### src/rtl/v3au_pkg.sv
// Shared types, operation codes and helpers for the three-component vector unit.
package v3au_pkg;

   localparam int WORD_W = 32;
   localparam int OP_W   = 4;
   localparam int TOL_W  = 17;
   localparam int NLANES = 3;

   localparam logic [OP_W-1:0] OP_ADD     = 4'd0;
   localparam logic [OP_W-1:0] OP_SUB     = 4'd1;
   localparam logic [OP_W-1:0] OP_SCALE   = 4'd2;
   localparam logic [OP_W-1:0] OP_DIV     = 4'd3;
   localparam logic [OP_W-1:0] OP_NEG     = 4'd4;
   localparam logic [OP_W-1:0] OP_DOT     = 4'd5;
   localparam logic [OP_W-1:0] OP_SQLEN   = 4'd6;
   localparam logic [OP_W-1:0] OP_LEN     = 4'd7;
   localparam logic [OP_W-1:0] OP_NORM    = 4'd8;
   localparam logic [OP_W-1:0] OP_CROSS   = 4'd9;
   localparam logic [OP_W-1:0] OP_UCROSS  = 4'd10;

   localparam logic signed [WORD_W-1:0] WORD_MAX = 32'sh7fff_ffff;
   localparam logic signed [WORD_W-1:0] WORD_MIN = 32'sh8000_0000;

   // Clip a wide signed value into a word; flag when clipped.
   function automatic logic [WORD_W:0] clip_word(input logic signed [71:0] v);
      logic [WORD_W:0] r;
      if (v > 72'sh0_0000_0000_7fff_ffff) begin
         r = {1'b1, WORD_MAX};
      end else if (v < -72'sh0_0000_0000_8000_0000) begin
         r = {1'b1, WORD_MIN};
      end else begin
         r = {1'b0, v[WORD_W-1:0]};
      end
      return r;
   endfunction

endpackage

### src/rtl/v3au_sqrt.sv
// Pipelined integer square root of a 66-bit value, one result bit per stage.
module v3au_sqrt import v3au_pkg::*; #(
   parameter int IN_W = 66
) (
   input  logic               clock,
   input  logic               enable,
   input  logic [IN_W-1:0]    val,
   output logic [IN_W/2-1:0]  root
);

   localparam int STAGES = IN_W / 2;

   logic [IN_W-1:0]    v_ff [STAGES+1];
   logic [IN_W/2-1:0]  q_ff [STAGES+1];
   logic [IN_W/2+1:0]  r_ff [STAGES+1];

   always_comb begin
      v_ff[0] = val;
      q_ff[0] = '0;
      r_ff[0] = '0;
   end

   for (genvar s = 0; s < STAGES; s++) begin : g_stage
      logic [IN_W/2+3:0] trial;
      logic [IN_W/2+3:0] sub;
      logic [IN_W/2+3:0] diff;
      always_comb begin
         trial = {r_ff[s], v_ff[s][IN_W-1-2*s -: 2]};
         sub   = (IN_W/2+4)'({q_ff[s], 2'b01});
         diff  = trial - sub;
      end
      always_ff @(posedge clock) begin
         if (enable) begin
            v_ff[s+1] <= v_ff[s];
            if (!diff[IN_W/2+3]) begin
               r_ff[s+1] <= diff[IN_W/2+1:0];
               q_ff[s+1] <= {q_ff[s][IN_W/2-2:0], 1'b1};
            end else begin
               r_ff[s+1] <= trial[IN_W/2+1:0];
               q_ff[s+1] <= {q_ff[s][IN_W/2-2:0], 1'b0};
            end
         end
      end
   end

   assign root = q_ff[STAGES];

endmodule

### config.mk
export PLATFORM = sky130hd
export DESIGN_NAME = v3au_sqrt
export DESIGN_NICKNAME = d
export VERILOG_FILES = /design/src/rtl/v3au_pkg.sv /design/src/rtl/v3au_sqrt.sv
export SDC_FILE = /design/constraint.sdc
export NUM_CORES = 2
export LEC_CHECK = 0
export BUFFER_PORTS_ARGS = -buffer_cell sky130_fd_sc_hd__clkbuf_2
export CAP_MARGIN = 0
export CORE_UTILIZATION = 25
export CTS_CLUSTER_SIZE = 10
export DETAILED_ROUTE_END_ITERATION = 12
export HOLD_SLACK_MARGIN = 0.12
export SYNTH_ARGS = -nofsm -noshare
export SYNTH_HDL_FRONTEND = slang
export SYNTH_SLANG_ARGS = --single-unit
### constraint.sdc
create_clock -name clock -period 10.3 [get_ports clock]
set_input_delay 0.515 -clock clock [delete_from_list [all_inputs] [get_ports clock]]
set_output_delay 0.515 -clock clock [all_outputs]
set_load 0.05 [all_outputs]
==> results.ini <==
[global_routing]
overflow=0
grt_pass1_vias=72000
grt_pass1_wl_mm=368
globalRouteTotalUtil=0.0878
grt_max_degree=159
antenna_found_initial=0

[place]
placed_area_um2=134000
gp_congestion=0.845
numPortBuffers=100
hpwl_mm=159

[routing]
wl_mm=229
firstDrtPassIters=11
drtIter0Drc=3825
vias=72100
antenna_left=0
avgViaCountPerCell=4.32
avgRoutedWirePerCell_um=13.7
drc_errors=3

[sta]
hold_viol_final=0
rsz0062_at_grt=false
tns_ps=0
worst_pin_slew_ps=1110
timing.hold.ws_ps=238
post-route-period-util=0.458
fin_skew_ps=65.3
slew-limit-headroom=0.258
slew_viol_final=0
period_minus_slack_ps=4720
fmax_mhz=212
setup_viol=0

[cells_and_area]
drive_above_1_share=0.0774
final_area_um2=144000
syn2layout_area_growth_pct=15.0
fill_cells=50100
antenna_cells=0
layout_commonest_cell=edfxtp_1
final_cell_mix=2685 x edfxtp_1, 769 x inv_1, 718 x nand2_1
nets=10500

[floorplan]
initial_utilization=0.251
io_pins=101
dieArea_um2=502000
fp.dieH_um=709
die_w_um=709
row_count=259
core-area_um2=497000

[synth]
ys.flop_type=edfxtp_1
synth-seq-cells=2685
synth_edf_count=2685
yosysWarningCount=0
seq_area_frac_synth=0.646
synth-xor-area-share=0.0644
synth-compound-area-share=0.0935
ys_types=96
synth_area_um2=125000
synth_top_family_by_area=simple AND/OR/NAND/NOR gates
synth_area_per_cell_um2=13.1
synth.top_cell.area_share=0.646
async_flop_share=0
synth-adder-area-share=0.0563
yosysTopAreaCell=edfxtp_1
syn-num-nets=10200
yosys.area_share.simple=0.0965
synthTopCellsByArea=edfxtp_1 65%, ha_1 5.6%, xnor2_1 3.3%
synthCells=9546
synth.mux.area_fraction=0.0147

[clock_tree]
clk_path_buf_depth=4
cts_tree=built
cts_setup_buffers=0
insertion_delay_ps=990
cts_htree_levels=5
ctsResizeCount=0
clkSinkCount=2685
cts_buffers=321
postCtsHoldBufs=69
clk_root_buffer_cell=clkbuf_16
cts.reportedPaths.clkPinSlew_ps=50

[setup_path]
critPathMaxFanout=11
start_kind=flop
critPathArrivalTime_ps=5400
regToRegSetupSlack_ps=5580
criticalPathCategory=flop to flop
endpoint_kind=flop
worstPathRequired_ps=10980

[pwr]
leakagePower_nw=52.7
p_per_area_nw_per_um2=202
irDropWorstVdd_mv=0.143
total_power_mw=29.0

[flow_run]
maxCapViolCount=0

[outcome]
violations=design-rule violations
status=finished with violations

[worst_hold_path]
min_path_type=input port to flop

-- per-stage QoR --
step	setup slack, ps	cells	util
6_report	5580	16700	0.289
5_1_grt	5200	16700	0.289
4_1_cts	5560	16700	0.289
3_5_place_dp	5590	16200	0.269
3_3_place_gp	5680	16200	0.269
2_1_floorplan	6540	9546	-
-- where the power goes --
group | total (mW) | leakage (nW) | switching [mW] | internal, mW
clock network | 10.1 | 4.40 | 4.37 | 5.76
registers | 14.0 | 26.3 | 0.605 | 13.4
logic | 4.86 | 22.0 | 2.78 | 2.07
total | 29.0 | 52.7 | 7.76 | 21.2
-- state kept, by name, indices dropped and copies added, names as in the netlist --
register and cells:
g_stage.trial 1132, v_ff 992, root 33, g_stage.sub 528
-- cell families after synthesis --
logic type,after synthesis
compound gates,1861
fa+ha+maj,562
xor+xnor,915
simple gates,2409
other cells,1
mux,165
buf+inv,948
flops,2685
-- synth_stat cells, types with 33 or more instances --
library cell	count
a211oi_1	54
a21o_1	217
a21oi_1	402
a31oi_1	48
and3_1	64
clkbuf_1	140
edfxtp_1	2685
ha_1	562
inv_1	769
mux2_2	151
nand2_1	718
nand2b_1	129
nand3_1	182
nand4_1	70
nor2_1	440
nor2b_1	83
nor3_1	248
nor4_1	132
o211ai_1	33
o21a_1	107
o21ai_0	621
o21bai_1	53
o31ai_1	92
or2_2	37
or3_1	104
or4_1	48
xnor2_1	467
xor2_1	445
-- worst paths after layout --
path                          end  cells past startpoint                  from
min                    v_ff[2170]                      2               val[58]
max          g_stage[5].trial[33]                     10  g_stage[4].trial[23]
min reg2reg            v_ff[2092]                      0            v_ff[2158]
max reg2reg  g_stage[5].trial[33]                     10  g_stage[4].trial[23]
-- worst max-delay path, stage by stage (launching register included) --
cell and delay [ps]:
edfxtp_1 420, or4_1 620, or4_1 440, nor2_1 280, and4_1 330, nand4b_1 130, xor2_1 810, nand4_1 440
nor3_1 650, nand3_1 170, xnor2_1 150
-- final cells by class --
type                       instances  area (um2)  share of cell area
multi-input combinational       5913       40800               0.284
inverter                         773        2900              0.0202
clock buffer                     367        8210              0.0572
clock inverter                    67         907             0.00632
tap                             6655        8330              0.0580
sequential                      2685       80600               0.562
timing repair buffer             224        1790              0.0125
-- layer usage --
| layer | share of wire | vias up | global-route usage |
|---|---|---|---|
| met5 | 0 | - | 0 |
| met4 | 0.049 | 0 | 0.0421 |
| met3 | 0.039 | 579 | 0.0152 |
| met2 | 0.50 | 1244 | 0.160 |
| met1 | 0.41 | 34200 | 0.0988 |
| li1 | - | 36000 | - |
Note: power is estimated with default switching activity, not from simulation.
